$ cat src/design/acfr_pkg.sv
// Shared types and character codes for the ASCII command frame responder.
// No dependencies; every other design file imports this package.
package acfr_pkg;

  localparam int MAX_PAYLOAD_DEF  = 8;
  localparam int ADC_CHANNELS_DEF = 8;

  localparam logic [7:0] CH_BANG   = 8'h21;
  localparam logic [7:0] CH_AT     = 8'h40;
  localparam logic [7:0] CH_HASH   = 8'h23;
  localparam logic [7:0] CH_DOLLAR = 8'h24;
  localparam logic [7:0] CH_TAIL   = 8'h7E;
  localparam logic [7:0] CH_QUERY  = 8'h3F;
  localparam logic [7:0] CH_DIGIT0 = 8'h30;
  localparam logic [7:0] CH_DIGIT1 = 8'h31;

  typedef struct packed {
    logic       cmd;
    logic [7:0] rx_byte;
    logic [7:0] switch_pins;
    logic [2:0] adc_channel;
    logic [7:0] adc_value;
  } acfr_in_t;

  typedef struct packed {
    logic       has_char;
    logic [7:0] tx_char;
    logic       last;
    logic [7:0] led_drive;
    logic [7:0] pwm_a_duty;
    logic [7:0] pwm_b_duty;
  } acfr_out_t;

  typedef enum logic [1:0] {
    RESP_NONE,
    RESP_ONE,
    RESP_LIST
  } resp_kind_t;

  typedef enum logic [1:0] {
    SEL_HEAD,
    SEL_DIGIT,
    SEL_TAIL,
    SEL_BLANK
  } char_sel_t;

  typedef struct packed {
    logic      load;
    logic      exec;
    logic      push;
    char_sel_t sel;
    logic      last;
  } ctrl_cmd_t;

  typedef struct packed {
    resp_kind_t kind;
    logic       digit_last;
    logic       chan_last;
    logic       out_free;
  } dp_stat_t;

endpackage

$ cat src/design/acfr_in_if.sv
// Input channel: valid/ready handshake carrying one input word.
// Depends on acfr_pkg.
interface acfr_in_if import acfr_pkg::*; ();
  logic     valid;
  logic     ready;
  acfr_in_t data;

  modport source (output valid, output data, input ready);
  modport sink (input valid, input data, output ready);
endinterface

$ cat src/design/acfr_out_if.sv
// Output channel: valid/ready handshake carrying one response word.
// Depends on acfr_pkg.
interface acfr_out_if import acfr_pkg::*; ();
  logic      valid;
  logic      ready;
  acfr_out_t data;

  modport source (output valid, output data, input ready);
  modport sink (input valid, input data, output ready);
endinterface

$ cat src/design/ascii_command_frame_responder.sv
// ASCII command frame responder, top level.
// Instantiates acfr_controller and acfr_datapath; depends on acfr_pkg and the
// acfr_in_if / acfr_out_if channel interfaces.
//
// req carries one word per received serial byte (cmd 0) or ADC sample update
// (cmd 1). rsp returns the response characters of that word one per word,
// the final one flagged by last; a word with no response yields one word
// with has_char low. Every rsp word also shows the current LED and PWM values.
// Timing with rsp.ready held high: after the req handshake the word is loaded,
// executed (S_EXEC) and classified (S_START) before the first response word
// is pushed; later ones follow one per cycle, and req reopens as the final
// word is loaded into the output register. The rate is set by the character
// sequencer, which emits one character per cycle.
// A stalled rsp holds its word; the sequencer waits, and req stays closed
// until the last word of the current response is in the output register.
// The next word may be accepted while that last word still waits.
// Synchronous reset clears the frame parser, frame store, ADC table, LED and
// PWM registers and the output valid flag; req is ready on the cycle after.
module ascii_command_frame_responder import acfr_pkg::*; #(
  parameter int MAX_PAYLOAD  = MAX_PAYLOAD_DEF,
  parameter int ADC_CHANNELS = ADC_CHANNELS_DEF
) (
  input logic       clk,
  input logic       rst,
  acfr_in_if.sink   req,
  acfr_out_if.source rsp
);

  ctrl_cmd_t cmd;
  dp_stat_t  stat;
  logic      ready;
  logic      out_valid;
  acfr_out_t out_data;

  assign req.ready = ready;
  assign rsp.valid = out_valid;
  assign rsp.data  = out_data;

  acfr_controller u_ctrl (
    .clk      (clk),
    .rst      (rst),
    .in_valid (req.valid),
    .in_ready (ready),
    .stat     (stat),
    .cmd      (cmd)
  );

  acfr_datapath #(
    .MAX_PAYLOAD  (MAX_PAYLOAD),
    .ADC_CHANNELS (ADC_CHANNELS)
  ) u_dp (
    .clk       (clk),
    .rst       (rst),
    .in_data   (req.data),
    .cmd       (cmd),
    .stat      (stat),
    .out_ready (rsp.ready),
    .out_valid (out_valid),
    .out_data  (out_data)
  );

endmodule

$ cat src/design/acfr_datapath.sv
// Datapath: frame store, ADC table, LED/PWM registers, character generator
// and output register. Driven by acfr_controller; depends on acfr_pkg.
module acfr_datapath import acfr_pkg::*; #(
  parameter int MAX_PAYLOAD  = MAX_PAYLOAD_DEF,
  parameter int ADC_CHANNELS = ADC_CHANNELS_DEF
) (
  input  logic      clk,
  input  logic      rst,
  input  acfr_in_t  in_data,
  input  ctrl_cmd_t cmd,
  output dp_stat_t  stat,
  input  logic      out_ready,
  output logic      out_valid,
  output acfr_out_t out_data
);

  localparam int PCW = $clog2(MAX_PAYLOAD + 1);
  localparam int CW  = (ADC_CHANNELS > 1) ? $clog2(ADC_CHANNELS) : 1;
  localparam logic [CW-1:0] CHAN_MAX   = CW'(ADC_CHANNELS - 1);
  localparam logic [1:0]    DIGIT_LAST = 2'd2;

  function automatic logic [7:0] field_value(input logic [7:0] a, input logic [7:0] b,
                                             input logic [7:0] c);
    logic [7:0] ha;
    logic [7:0] tb;
    ha = 8'(8'(a - CH_DIGIT0) * 8'd100);
    tb = 8'(8'(b - CH_DIGIT0) * 8'd10);
    return 8'(ha + tb + 8'(c - CH_DIGIT0));
  endfunction

  function automatic logic [7:0] digit_char(input logic [7:0] v, input logic [1:0] pos);
    logic [1:0]  h;
    logic [6:0]  r;
    logic [14:0] p;
    logic [3:0]  t;
    logic [3:0]  o;
    logic [3:0]  d;
    h = (v >= 8'd200) ? 2'd2 : ((v >= 8'd100) ? 2'd1 : 2'd0);
    r = 7'(v - 8'(8'(h) * 8'd100));
    p = 15'(r) * 15'd205;              // r / 10 by reciprocal, exact for r < 100
    t = p[14:11];
    o = 4'(r - 7'(7'(t) * 7'd10));
    case (pos)
      2'd0:    d = {2'b00, h};
      2'd1:    d = t;
      default: d = o;
    endcase
    return 8'(CH_DIGIT0 + 8'(d));
  endfunction

  acfr_in_t      in_reg;
  logic          frame_active;
  logic [PCW-1:0] payload_count;
  logic [7:0]    frame_store [MAX_PAYLOAD+1];
  logic [7:0]    adc_table [ADC_CHANNELS];
  logic [7:0]    led_value;
  logic [7:0]    pwm_a_value;
  logic [7:0]    pwm_b_value;

  resp_kind_t    kind;
  logic [7:0]    head_char;
  logic          use_pins;
  logic [7:0]    pins_value;
  logic [CW-1:0] chan;
  logic [CW-1:0] chan_end;
  logic [1:0]    digit;

  logic [7:0]     hdr;
  logic [7:0]     sel;
  logic [7:0]     sel_off;
  logic           sel_ok;
  logic           is_header;
  logic           ch_ok;
  logic [PCW-1:0] pc_inc;
  logic [7:0]     fv1;
  logic [7:0]     fv2;
  logic [7:0]     fv4;
  logic [7:0]     cur_val;
  logic [7:0]     char_mux;

  assign hdr       = frame_store[0];
  assign sel       = frame_store[1];
  assign sel_off   = sel - CH_DIGIT0;
  assign sel_ok    = (sel >= CH_DIGIT0) && (sel_off < 8'(ADC_CHANNELS));
  assign is_header = in_reg.rx_byte inside {CH_BANG, CH_AT, CH_HASH, CH_DOLLAR};
  assign ch_ok     = {1'b0, in_reg.adc_channel} < 4'(ADC_CHANNELS);
  assign pc_inc    = payload_count + PCW'(1);
  assign fv1       = field_value(frame_store[1], frame_store[2], frame_store[3]);
  assign fv2       = field_value(frame_store[2], frame_store[3], frame_store[4]);
  assign fv4       = field_value(frame_store[4], frame_store[5], frame_store[6]);
  assign cur_val   = use_pins ? pins_value : adc_table[chan];

  always_comb begin
    case (cmd.sel)
      SEL_HEAD:  char_mux = head_char;
      SEL_DIGIT: char_mux = digit_char(cur_val, digit);
      SEL_TAIL:  char_mux = CH_TAIL;
      default:   char_mux = 8'd0;
    endcase
  end

  assign stat.kind       = kind;
  assign stat.digit_last = (digit == DIGIT_LAST);
  assign stat.chan_last  = (chan == chan_end);
  assign stat.out_free   = !out_valid || out_ready;

  always_ff @(posedge clk) begin
    if (rst) begin
      frame_active  <= 1'b0;
      payload_count <= '0;
      led_value     <= '0;
      pwm_a_value   <= '0;
      pwm_b_value   <= '0;
      out_valid     <= 1'b0;
      for (int i = 0; i <= MAX_PAYLOAD; i++) begin
        frame_store[i] <= '0;
      end
      for (int i = 0; i < ADC_CHANNELS; i++) begin
        adc_table[i] <= '0;
      end
    end else begin
      if (cmd.load) begin
        in_reg <= in_data;
      end

      if (cmd.exec) begin
        kind  <= RESP_NONE;
        digit <= '0;
        if (in_reg.cmd) begin
          if (ch_ok) begin
            adc_table[in_reg.adc_channel[CW-1:0]] <= in_reg.adc_value;
          end
        end else if (!frame_active) begin
          if (is_header) begin
            payload_count  <= '0;
            frame_store[0] <= in_reg.rx_byte;
            frame_active   <= 1'b1;
          end
        end else if (in_reg.rx_byte == CH_TAIL) begin
          frame_active <= 1'b0;
          unique case (hdr)
            CH_BANG: begin
              kind       <= RESP_LIST;
              head_char  <= CH_BANG;
              use_pins   <= 1'b1;
              pins_value <= ~in_reg.switch_pins;
              chan       <= '0;
              chan_end   <= '0;
            end
            CH_AT: begin
              kind <= RESP_ONE;
              if (payload_count == PCW'(3)) begin
                head_char <= CH_AT;
                led_value <= ~fv1;
              end else begin
                head_char <= CH_QUERY;
              end
            end
            CH_HASH: begin
              if (payload_count == '0) begin
                kind      <= RESP_LIST;
                head_char <= CH_HASH;
                use_pins  <= 1'b0;
                chan      <= '0;
                chan_end  <= CHAN_MAX;
              end else if (sel_ok) begin
                kind      <= RESP_LIST;
                head_char <= CH_HASH;
                use_pins  <= 1'b0;
                chan      <= sel_off[CW-1:0];
                chan_end  <= sel_off[CW-1:0];
              end else begin
                kind      <= RESP_ONE;
                head_char <= CH_QUERY;
              end
            end
            CH_DOLLAR: begin
              if (payload_count == PCW'(6)) begin
                kind        <= RESP_ONE;
                head_char   <= CH_DOLLAR;
                pwm_a_value <= fv1;
                pwm_b_value <= fv4;
              end else if (sel == CH_DIGIT0 || sel == CH_DIGIT1) begin
                if (payload_count == PCW'(4)) begin
                  kind      <= RESP_ONE;
                  head_char <= CH_DOLLAR;
                  if (sel == CH_DIGIT0) begin
                    pwm_a_value <= fv2;
                  end else begin
                    pwm_b_value <= fv2;
                  end
                end
              end else begin
                kind      <= RESP_ONE;
                head_char <= CH_QUERY;
              end
            end
            default: begin
            end
          endcase
        end else if (payload_count >= PCW'(MAX_PAYLOAD)) begin
          frame_active <= 1'b0;
        end else begin
          payload_count       <= pc_inc;
          frame_store[pc_inc] <= in_reg.rx_byte;
        end
      end

      if (cmd.push && cmd.sel == SEL_DIGIT) begin
        if (digit == DIGIT_LAST) begin
          digit <= '0;
          if (chan != chan_end) begin
            chan <= chan + CW'(1);
          end
        end else begin
          digit <= digit + 2'd1;
        end
      end

      if (cmd.push) begin
        out_valid           <= 1'b1;
        out_data.has_char   <= (cmd.sel != SEL_BLANK);
        out_data.tx_char    <= char_mux;
        out_data.last       <= cmd.last;
        out_data.led_drive  <= led_value;
        out_data.pwm_a_duty <= pwm_a_value;
        out_data.pwm_b_duty <= pwm_b_value;
      end else if (out_ready) begin
        out_valid <= 1'b0;
      end
    end
  end

endmodule

$ cat src/design/acfr_controller.sv
// Controller: sequences load, update and character emission for each word.
// Talks to acfr_datapath through ctrl_cmd_t / dp_stat_t; depends on acfr_pkg.
module acfr_controller import acfr_pkg::*; (
  input  logic      clk,
  input  logic      rst,
  input  logic      in_valid,
  output logic      in_ready,
  input  dp_stat_t  stat,
  output ctrl_cmd_t cmd
);

  typedef enum logic [2:0] {
    S_IDLE,
    S_EXEC,
    S_START,
    S_BLANK,
    S_ONE,
    S_HEAD,
    S_DIGIT,
    S_TAIL
  } state_t;

  state_t state;
  state_t state_next;

  always_comb begin
    cmd        = '0;
    state_next = state;
    unique case (state)
      S_IDLE: begin
        if (in_valid) begin
          cmd.load   = 1'b1;
          state_next = S_EXEC;
        end
      end
      S_EXEC: begin
        cmd.exec   = 1'b1;
        state_next = S_START;
      end
      S_START: begin
        unique case (stat.kind)
          RESP_ONE:  state_next = S_ONE;
          RESP_LIST: state_next = S_HEAD;
          default:   state_next = S_BLANK;
        endcase
      end
      S_BLANK: begin
        if (stat.out_free) begin
          cmd.push   = 1'b1;
          cmd.sel    = SEL_BLANK;
          cmd.last   = 1'b1;
          state_next = S_IDLE;
        end
      end
      S_ONE: begin
        if (stat.out_free) begin
          cmd.push   = 1'b1;
          cmd.sel    = SEL_HEAD;
          cmd.last   = 1'b1;
          state_next = S_IDLE;
        end
      end
      S_HEAD: begin
        if (stat.out_free) begin
          cmd.push   = 1'b1;
          cmd.sel    = SEL_HEAD;
          state_next = S_DIGIT;
        end
      end
      S_DIGIT: begin
        if (stat.out_free) begin
          cmd.push = 1'b1;
          cmd.sel  = SEL_DIGIT;
          if (stat.digit_last && stat.chan_last) begin
            state_next = S_TAIL;
          end
        end
      end
      S_TAIL: begin
        if (stat.out_free) begin
          cmd.push   = 1'b1;
          cmd.sel    = SEL_TAIL;
          cmd.last   = 1'b1;
          state_next = S_IDLE;
        end
      end
      default: state_next = S_IDLE;
    endcase
  end

  always_ff @(posedge clk) begin
    if (rst) begin
      state    <= S_IDLE;
      in_ready <= 1'b1;
    end else begin
      state    <= state_next;
      in_ready <= (state_next == S_IDLE);
    end
  end

`ifndef SYNTHESIS
  a_push_free: assert property (@(posedge clk) disable iff (rst)
    cmd.push |-> stat.out_free)
    else $error("response word pushed into an occupied output register");

  a_load_exec: assert property (@(posedge clk) disable iff (rst)
    cmd.load |=> cmd.exec)
    else $error("accepted word not executed on the following cycle");

  a_last_ready: assert property (@(posedge clk) disable iff (rst)
    (cmd.push && cmd.last) |=> in_ready)
    else $error("input not reopened after the final response word");
`endif

endmodule
$ cat src/flat_wrapper.sv
// flat-port wrapper written by rule: the top's interface ports become plain ports
module ascii_command_frame_responder_flat import acfr_pkg::*;
#(
  parameter int MAX_PAYLOAD  = MAX_PAYLOAD_DEF,
  parameter int ADC_CHANNELS = ADC_CHANNELS_DEF
)
  (clk, rst, req_valid, req_data, req_ready, rsp_valid, rsp_data, rsp_ready);
  acfr_in_if req_i ();
  acfr_out_if rsp_i ();
  input logic clk;
  input logic rst;
  input wire logic [$bits(req_i.valid)-1:0] req_valid;
  input wire logic [$bits(req_i.data)-1:0] req_data;
  output wire logic [$bits(req_i.ready)-1:0] req_ready;
  output wire logic [$bits(rsp_i.valid)-1:0] rsp_valid;
  output wire logic [$bits(rsp_i.data)-1:0] rsp_data;
  input wire logic [$bits(rsp_i.ready)-1:0] rsp_ready;
  assign req_i.valid = req_valid;
  assign req_i.data = req_data;
  assign req_ready = req_i.ready;
  assign rsp_valid = rsp_i.valid;
  assign rsp_data = rsp_i.data;
  assign rsp_i.ready = rsp_ready;
  ascii_command_frame_responder #(.MAX_PAYLOAD(MAX_PAYLOAD), .ADC_CHANNELS(ADC_CHANNELS)) u_core (.clk(clk), .rst(rst), .req(req_i), .rsp(rsp_i));
endmodule
$ cat config.mk
export PLATFORM = sky130hd
export DESIGN_NAME = ascii_command_frame_responder_flat
export DESIGN_NICKNAME = d
export VERILOG_FILES = /design/src/design/acfr_pkg.sv /design/src/design/acfr_in_if.sv /design/src/design/acfr_out_if.sv /design/src/design/ascii_command_frame_responder.sv /design/src/design/acfr_datapath.sv /design/src/design/acfr_controller.sv /design/src/flat_wrapper.sv
export SDC_FILE = /design/constraint.sdc
export NUM_CORES = 1
export LEC_CHECK = 0
export ABC_AREA = 1
export ABC_CLOCK_PERIOD_IN_PS = 9700
export BUFFER_PORTS_ARGS = -buffer_cell sky130_fd_sc_hd__buf_2
export CAP_MARGIN = 20
export CORE_AREA = 2 2 166 168
export CTS_BUF_LIST = sky130_fd_sc_hd__clkbuf_2 sky130_fd_sc_hd__clkbuf_4 sky130_fd_sc_hd__clkbuf_8
export DETAILED_ROUTE_END_ITERATION = 8
export DIE_AREA = 0 0 168 170
export PLACE_DENSITY = 0.67
export SLEW_MARGIN = 20
export SYNTH_ARGS = -nofsm -noshare
export SYNTH_HDL_FRONTEND = slang
export SYNTH_SLANG_ARGS = --single-unit
$ cat constraint.sdc
create_clock -name clk -period 9.7 [get_ports clk]
set_input_delay 0.97 -clock clk [delete_from_list [all_inputs] [get_ports clk]]
set_output_delay 0.97 -clock clk [all_outputs]
set_load 0.005 [all_outputs]
==> results of run 1 <==
## final cells by class
| type | count | area [um^2] |
|---|---|---|
| sequential | 241 | 6870 |
| clock inverter | 18 | 128 |
| timing repair buffer | 69 | 353 |
| tap | 341 | 427 |
| multi-input combinational | 852 | 5670 |
| inverter | 200 | 751 |
| clock buffer | 55 | 669 |
| fill | 2293 | 11800 |
## cell usage after synthesis, drive strengths merged (2+ instances only)
master   count
buf         14
xor2        22
a211oi      10
xnor2       34
inv        199
nand3       56
o221ai      12
nor3        13
edfxtp     204
or2          6
a21oi       54
a2111oi      2
nand2      164
o31ai        2
a31oi       16
a211o        2
o21ai       66
o211ai       6
nand4        9
clkbuf       7
fa          31
a22oi        2
nor4         9
o22ai        2
ha         112
dfxtp       37
nor2       214
## report_power, final
part           switching [mW]  internal (mW)
Combinational           0.474          0.299
Sequential             0.0241           1.15
Clock                   0.410          0.481
## path summary, 6_finish.rpt
path	endpoint	slack [ps]	cells past startpoint
max	u_core.u_dp.out_data[28]	1740	41
min	u_core.u_dp.out_data[2]	430	0
max reg2reg	u_core.u_dp.out_data[28]	1740	41
min reg2reg	u_core.u_dp.out_data[2]	430	0
## critical path: cells and delay by family, from the launching register on
| kind | cells | cell delay (ps) |
|---|---|---|
| AOI/OAI and AO/OA | 5 | 800 |
| xor gates and xnor gates | 2 | 460 |
| adders and majority gates | 9 | 2950 |
| buffers and inverters | 8 | 880 |
| DFF | 1 | 980 |
| and+or+nand+nor | 17 | 1620 |
## routing by layer
layer / GRT usage / vias to the layer above
li1: - / 4630
met1: 0.293 / 4344
met2: 0.313 / 252
met3: 0.0377 / 48
met4: 0.0526 / 0
met5: 0 / -
## cells by family after synthesis
group	count (synthesis)	synth area share
adders and majority gates	143	0.151
AOI/OAI and AO/OA	179	0.0824
and+or+nand+nor	472	0.151
buffers and inverters	221	0.0656
other	1	0.000280
xor gates and xnor gates	57	0.0383
DFF	241	0.512
==> qor.yml, run 1 <==
outcome: "completed"
fin_crit_ps: 7960
cts.repair.resized: 0
max_freq_mhz: 126
via_count: 9274
worst_pin_slew_ps: 1000
route.met2.wl_mm: 12.5
h-tree-depth: 2
syn-cell-area_um2: 13400
setup.worst_path.end_class: "flop"
fin_cells: 1776
layout_commonest_cell: "nor2_1"
vdd_drop_max_uv: 114
min_from: "u_core.u_dp.pwm_b_value[2]"
start_util: 0.503
grt.total_usage: 0.202
pre_cts_slack_ps: 1750
yosysSeqAreaShare: 0.512
dr.pass1.iters: 5
period_share: 0.821
gp_congestion: 0.902
die-area_um2: 28600
cts_buffers: 41
nets: 1580
grt_max_degree: 34
wl_met3_mm: 1.57
worstPathMaxFanout: 33
crit_type: "reg -> reg"
design_area_um2: 14900
routed.top_layer: "met4"
wire_per_inst_um: 15.9
yosysTopAreaCell: "edfxtp_1"
cts_sinks: 241
p_per_area_nw_per_um2: 191
grt_remaining_overflow: 0
drv_slew: 0
clockBufferDepth: 3
cts.clk_slew.worst_paths_ps: 60
numPortBuffers: 66
die_y_um: 170
synth_edf_count: 204
reg.largest.list: "u_core.u_dp.adc_table: 64 flops, u_core.u_dp.frame_store: 54 flops, u_core.u_dp.out_data: 33 flops"
whs_ps: 426
final_cell_mix: "nor2_1, edfxtp_1, inv_1"
grt_setup_unrepaired: "no"
max_flop_register: "u_core.u_dp.adc_table"
dpl_cell_area_um2: 14100
wl_met1_mm: 13.7
insertion_delay_ps: 560
hold_buffers: 0
vias_per_cell: 5.22
cp_common_cell: "nand2_1"
drc: 0
syn_area_per_cell_um2: 10.2
critPathLaunchType: "flop"
synth_top_area_frac: 0.457
synth-seq-cells: 241
first_iter_violations: 623
max_slew_margin: 0.330
area_growth_pct: 10.8
fin_ws_ps: 1740
synthArstFlopShare: 0
yosys_warnings: 0
largest_reg_flops: 64
cts_setup_buffers: 0
power_leakage_nw: 6.55
total_power_mw: 2.84
dpl.hpwl_mm: 21.0
num_antenna_cells: 0
critPathRequiredTime_ps: 9970
antenna_found_initial: 0
dieWidth_um: 168
synth_area_leaders: "edfxtp_1, ha_1, nor2_1"
clockRootBuffer: "clkbuf_8"
synth_cells: 1314
ios: 68
cap_violations: 0
cpMaxStageDelayCell: "dfxtp_1"
fp.coreArea_um2: 26700
yosysUniqueCellTypes: 53
hold_class: "reg -> reg"
finClkSkew_ps: 32.4
drive_gt1_frac: 0.126
setup_viol: 0
synth_ff_type: "edfxtp_1"
antenna_left: 0
rows: 60
routed_wl_mm: 28.2
finalHoldViolations: 0
arrival_ps: 8240
cts_tree: "yes"
cpPeakStageDelay_ps: 980
tns_ps: 0
first_global_vias: 9046
grt_first_pass_wirelength_mm: 45.8
final_core_util: 0.558
syn_nets: 1489
post-place-cells: 1703
Note: power is estimated with default switching activity, not from simulation.
==> run 2: changes to the inputs <==
--- a/config.mk
+++ b/config.mk
@@ -6,14 +6,14 @@
 export NUM_CORES = 1
 export LEC_CHECK = 0
 export ABC_AREA = 1
-export ABC_CLOCK_PERIOD_IN_PS = 9700
+export ABC_CLOCK_PERIOD_IN_PS = 6700
 export BUFFER_PORTS_ARGS = -buffer_cell sky130_fd_sc_hd__buf_2
 export CAP_MARGIN = 20
 export CORE_AREA = 2 2 166 168
 export CTS_BUF_LIST = sky130_fd_sc_hd__clkbuf_2 sky130_fd_sc_hd__clkbuf_4 sky130_fd_sc_hd__clkbuf_8
 export DETAILED_ROUTE_END_ITERATION = 8
 export DIE_AREA = 0 0 168 170
-export PLACE_DENSITY = 0.67
+export PLACE_DENSITY = 0.7
 export SLEW_MARGIN = 20
 export SYNTH_ARGS = -nofsm -noshare
 export SYNTH_HDL_FRONTEND = slang
==> constraint.sdc (replaced) <==
create_clock -name clk -period 6.7 [get_ports clk]
set_input_delay 0.67 -clock clk [delete_from_list [all_inputs] [get_ports clk]]
set_output_delay 0.67 -clock clk [all_outputs]
set_load 0.005 [all_outputs]
==> qor.yml, run 2 (synthesis results as in run 1) <==
cts_tree: "yes"  # unchanged
rows: 60  # unchanged
h-tree-depth: 2  # unchanged
antenna_found_initial: 1  # was 0
worst_pin_slew_ps: 933  # was 1000 ps
p_clk_frac: 0.306  # was 0.314
hold_class: "in -> reg"  # was reg -> reg
clockRootBuffer: "clkbuf_8"  # unchanged
internal-power_mw: 3.12  # was 1.93 mW
p_switching_mw: 1.47  # was 0.908 mW
cts_buffers: 41  # unchanged
cp_common_cell: "nand2_2"  # was nand2_1
final_core_util: 0.582  # was 0.558
ios: 68  # unchanged
critPathBufInv: 8  # unchanged
pre_cts_slack_ps: -108  # was 1750 ps
first_global_vias: 9301  # was 9046
vias_per_cell: 5.30  # was 5.22
fp.coreArea_um2: 26700  # unchanged
drc: 0  # unchanged
critPathLaunchType: "flop"  # unchanged
fin_ws_ps: 277  # was 1740 ps
max_freq_mhz: 156  # was 126 MHz
fin_crit_ps: 6420  # was 7960 ps
hold_buffers: 0  # unchanged
wire_per_inst_um: 16.0  # was 15.9 um
area_growth_pct: 15.6  # was 10.8%
vdd_drop_max_uv: 220  # was 114 uV
power_frac_comb: 0.324  # was 0.272
grt_remaining_overflow: 0  # unchanged
design_area_um2: 15500  # was 14900 um^2
dpl_cell_area_um2: 14300  # was 14100 um^2
final_cell_mix: "nor2_1, edfxtp_1, inv_1"  # unchanged
crit_type: "reg -> reg"  # unchanged
insertion_delay_ps: 560  # about the same
cts_sinks: 241  # unchanged
max_flop_register: "u_core.u_dp.adc_table"  # unchanged
numPortBuffers: 66  # unchanged
die_y_um: 170  # unchanged
routed_wl_mm: 29.0  # was 28.2 mm
reg.largest.list: "u_core.u_dp.adc_table: 64 flops, u_core.u_dp.frame_store: 54 flops, u_core.u_dp.out_data: 33 flops"  # unchanged
critPathRequiredTime_ps: 7010  # was 9970 ps
finalHoldViolations: 0  # unchanged
gp_congestion: 0.928  # was 0.902
grt_first_pass_wirelength_mm: 45.8  # about the same
power_leakage_nw: 6.81  # was 6.55 nW
finClkSkew_ps: 25.2  # was 32.4 ps
grt.total_usage: 0.201  # was 0.202
setup_viol: 0  # unchanged
outcome: "completed"  # unchanged
layout_commonest_cell: "nor2_1"  # unchanged
arrival_ps: 6730  # was 8240 ps
p_seq_frac: 0.370  # was 0.414
first_iter_violations: 764  # was 623
clockBufferDepth: 3  # unchanged
cpMaxStageDelayCell: "fa_1"  # was dfxtp_1
critPathTopFamily: "adder cells"  # unchanged
dr.pass1.iters: 5  # unchanged
max_slew_margin: 0.371  # was 0.330
setup.worst_path.end_class: "flop"  # unchanged
via_count: 9608  # was 9274
antenna_left: 0  # unchanged
worst_r2r_path_depth: 42  # was 41
hold_depth: 1  # was 0
largest_reg_flops: 64  # unchanged
p_sw_frac: 0.321  # was 0.320
drv_slew: 0  # unchanged
rrSetupSlack_ps: 280  # was 1740 ps
hold_end: "u_core.u_dp.in_reg[2]"  # was u_core.u_dp.out_data[2]
cts.clk_slew.worst_paths_ps: 70  # was 60 ps
cap_violations: 0  # unchanged
start_util: 0.503  # unchanged
min_from: "req_data[2]"  # was u_core.u_dp.pwm_b_value[2]
worstPathMaxFanout: 19  # was 33
cpPeakStageDelay_ps: 500  # was 980 ps
grt_max_degree: 34  # unchanged
dieWidth_um: 168  # unchanged
drive_gt1_frac: 0.176  # was 0.126
period_share: 0.959  # was 0.821
die-area_um2: 28600  # unchanged
rr_endpoint: "u_core.u_dp.out_data[28]"  # unchanged
nets: 1615  # was 1580
p_per_area_nw_per_um2: 296  # was 191 nW/um^2
dpl.hpwl_mm: 21.3  # was 21.0 mm
-- run 2: cell count changes in the layout (fill, tap and decap cells not counted), moves of 4 or more --
cell	change
a21oi_1	-4
buf_4	+27
ha_1	-10
ha_4	+9
inv_1	-5
nand2_1	-6
nand2_2	+6
o21ai_0	-6
o21ai_1	+4
-- run 2: worst max path at each step --
stage                                           to  slack, ps  cells after the start
final                     u_core.u_dp.out_data[28]        280                     42
after floorplan           u_core.u_dp.out_data[28]        280                     43
after global placement    u_core.u_dp.out_data[28]        130                     43
after CTS                 u_core.u_dp.out_data[28]          7                     43
after global routing      u_core.u_dp.out_data[28]       -110                     41
after detailed placement  u_core.u_dp.out_data[28]       -110                     43
-- run 2: what timing repair did --
action,CTS,global route
setup endpoints to repair,1,2
resized for setup,6,57
setup buffers,0,9
gates cloned,0,1
pin swaps,1,25
-- run 2: per-stage QoR --
stage / instances / power [mW] / hold WS (ps) / TNS [ps]
5_1_grt: 1813 / 4.86 / 251 / -115
2_1_floorplan: 1314 / 2.60 / 403 / 0
3_5_place_dp: 1728 / 2.93 / 413 / -108
4_1_cts: 1803 / 4.35 / 247 / 0
3_3_place_gp: 1728 / 2.91 / 411 / 0
6_report: 1814 / 4.59 / 281 / 0
-- run 2: area by class of cell --
cell class / instances / area (um^2)
Clock buffer: 57 / 697
Multi-Input combinational cell: 852 / 5890
Tap cell: 341 / 427
Timing Repair Buffer: 104 / 688
Fill cell: 2227 / 11100
Sequential cell: 241 / 6870
Antenna cell: 1 / 2.50
Clock inverter: 18 / 176
Inverter: 200 / 756
-- run 2: per-layer routing --
| layer | up-vias | global-route usage | routed length, um |
|---|---|---|---|
| li1 | 4707 | - | - |
| met1 | 4488 | 0.276 | 12800 |
| met2 | 352 | 0.323 | 13300 |
| met3 | 61 | 0.0377 | 2220 |
| met4 | 0 | 0.0707 | 781 |
| met5 | - | 0 | 0 |
-- run 2: power by group through the flow --
stage	clock [mW]	combinational (mW)	sequential (mW)
after CTS	1.43	1.22	1.70
after global routing	1.49	1.67	1.70
after floorplan	0	0.879	1.72
after detailed placement	0	1.20	1.73
final	1.41	1.49	1.70
after global placement	0	1.18	1.73
==> run 3: changes to the inputs <==
--- a/config.mk
+++ b/config.mk
@@ -7,12 +7,13 @@
 export LEC_CHECK = 0
 export ABC_AREA = 1
 export ABC_CLOCK_PERIOD_IN_PS = 6700
-export BUFFER_PORTS_ARGS = -buffer_cell sky130_fd_sc_hd__buf_2
+export BUFFER_PORTS_ARGS = -buffer_cell sky130_fd_sc_hd__buf_4
 export CAP_MARGIN = 20
 export CORE_AREA = 2 2 166 168
 export CTS_BUF_LIST = sky130_fd_sc_hd__clkbuf_2 sky130_fd_sc_hd__clkbuf_4 sky130_fd_sc_hd__clkbuf_8
 export DETAILED_ROUTE_END_ITERATION = 8
 export DIE_AREA = 0 0 168 170
+export GPL_TIMING_DRIVEN = 1
 export PLACE_DENSITY = 0.7
 export SLEW_MARGIN = 20
 export SYNTH_ARGS = -nofsm -noshare
==> qor.yml, run 3 (synthesis results as in run 1) <==
period_share: 0.989  # was 0.959
tns_ps: 0  # unchanged
max_slew_margin: 0.352  # was 0.371
hold_buffers: 0  # unchanged
setup.worst_path.end_class: "flop"  # unchanged
drc: 0  # unchanged
nets: 1618  # was 1615
design_area_um2: 15800  # was 15500 um^2
multi_input_area_um2: 6010  # was 5890 um^2
cts_sinks: 241  # unchanged
antenna_found_initial: 0  # was 1
drive_gt1_frac: 0.193  # was 0.176
max_freq_mhz: 151  # was 156 MHz
dr.pass1.iters: 5  # unchanged
cts_buffers: 41  # unchanged
grt_first_pass_wirelength_mm: 47.1  # was 45.8 mm
p_per_area_nw_per_um2: 295  # was 296 nW/um^2
setup_viol: 0  # unchanged
start_util: 0.503  # unchanged
insertion_delay_ps: 570  # was 560 ps
dieWidth_um: 168  # unchanged
vdd_drop_max_uv: 182  # was 220 uV
finClkSkew_ps: 48.0  # was 25.2 ps
worst_pin_slew_ps: 962  # was 933 ps
clockRootBuffer: "clkbuf_8"  # unchanged
first_global_vias: 9357  # was 9301
pre_cts_slack_ps: -50.9  # was -108 ps
fin_crit_ps: 6630  # was 6420 ps
gp_congestion: 0.900  # was 0.928
cap_violations: 0  # unchanged
numPortBuffers: 66  # unchanged
dpl.hpwl_mm: 21.8  # was 21.3 mm
grt_remaining_overflow: 0  # unchanged
crit_type: "reg -> reg"  # unchanged
grt_max_degree: 34  # unchanged
first_iter_violations: 695  # was 764
h-tree-depth: 2  # unchanged
final_core_util: 0.594  # was 0.582
antenna_left: 0  # unchanged
hold_class: "in -> reg"  # unchanged
fin_ws_ps: 74.5  # was 277 ps
arrival_ps: 6890  # was 6730 ps
via_count: 9691  # was 9608
grt_setup_unrepaired: "yes"
dpl_cell_area_um2: 14400  # was 14300 um^2
clockBufferDepth: 3  # unchanged
finalHoldViolations: 0  # unchanged
area_growth_pct: 18.1  # was 15.6%
critPathRequiredTime_ps: 6960  # was 7010 ps
cpMaxStageDelayCell: "dfxtp_4"  # was fa_1
vias_per_cell: 5.34  # was 5.30
grt.total_usage: 0.207  # was 0.201
routed_wl_mm: 30.1  # was 29.0 mm
rows: 60  # unchanged
cpPeakStageDelay_ps: 480  # was 500 ps
critPathLaunchType: "flop"  # unchanged
num_antenna_cells: 0  # was 1
regArea_um2: 6870  # unchanged
max_flop_register: "u_core.u_dp.adc_table"  # unchanged
fp.coreArea_um2: 26700  # unchanged
wire_per_inst_um: 16.6  # was 16.0 um
reg.largest.list: "u_core.u_dp.adc_table: 64 flops, u_core.u_dp.frame_store: 54 flops, u_core.u_dp.out_data: 33 flops"  # unchanged
power_leakage_nw: 6.91  # was 6.81 nW
layout_commonest_cell: "edfxtp_1"  # was nor2_1
drv_slew: 0  # unchanged
ios: 68  # unchanged
cts.clk_slew.worst_paths_ps: 70  # about the same
outcome: "completed"  # unchanged
die_y_um: 170  # unchanged
worstPathMaxFanout: 7  # was 19
final_cell_mix: "edfxtp_1, nor2_1, inv_1"  # was nor2_1, edfxtp_1, inv_1
largest_reg_flops: 64  # unchanged
cts_tree: "yes"  # unchanged
die-area_um2: 28600  # unchanged
nFillCells: 2173  # was 2227
## run 3: cell count changes in the layout (fill, tap and decap cells not counted), moves of 3 or more
cell,before,now
ha_4,9,12
nor2_2,6,11
clkinv_1,9,5
buf_2,66,0
ha_1,102,99
clkinv_2,3,7
nor2_1,205,200
nand2_2,15,18
nand2_1,149,145
buf_4,30,97
## run 3: worst paths after layout
check / startpoint / endpoint / slack [ps] / cells past startpoint
hold reg to reg: u_core.u_dp.led_value[5] / u_core.u_dp.out_data[21] / 430 / 0
setup reg to reg: flop / u_core.u_dp.out_data[28] / 70 / 38
hold / removal: req_data[18] / u_core.u_dp.in_reg[18] / 270 / 1
setup / recovery: flop / u_core.u_dp.out_data[28] / 70 / 38
## run 3: power breakdown
| group | switching, mW | leakage [nW] | total, mW | internal [mW] |
|---|---|---|---|---|
| clock | 0.601 | 0.462 | 1.37 | 0.773 |
| sequential | 0.0319 | 2.31 | 1.70 | 1.67 |
| combinational | 0.897 | 4.14 | 1.59 | 0.698 |
| total | 1.53 | 6.91 | 4.67 | 3.14 |
## run 3: critical path, delay by kind of cell, from the launching register on
family                   cells  cell delay, ps
buffers and inverters        7             730
adder cells (fa/ha/maj)      8            2580
flip-flops                   1             480
XOR/XNOR                     2             330
AO/OA/AOI/OAI                6             720
AND/OR/NAND/NOR             15            1450
## run 3: final cells by class
class,count,area share
flip-flops and latches,241,0.434
multi-input cells,852,0.380
repair inverters,1,0.000395
clock buffers,57,0.0448
well taps,341,0.0269
clock inverters,17,0.00980
repair buffers,106,0.0566
inverters,200,0.0479
## run 3: through the flow
stage | hold slack (ps) | cells | total power, mW
final | 274 | 1815 | 4.67
after floorplan | 403 | 1314 | 2.60
after detailed placement | 414 | 1726 | 2.92
after CTS | 245 | 1805 | 4.31
after global placement | 411 | 1726 | 2.90
after global routing | 250 | 1815 | 4.95
## run 3: routing by layer
layer,wire [um],part of all wire,up-vias,global-route usage
met4,687,0.023,0,0.0560
met2,13900,0.46,348,0.335
met3,2030,0.067,66,0.0353
met5,0,0,-,0
li1,-,-,4713,-
met1,13400,0.45,4564,0.292
## run 3: what timing repair did
action                     4_1_cts  5_1_grt
pin swaps                        9       40
gates resized for setup         15       73
setup endpoints to repair        1        2
cloned                           0        4
buffers inserted                 5        6
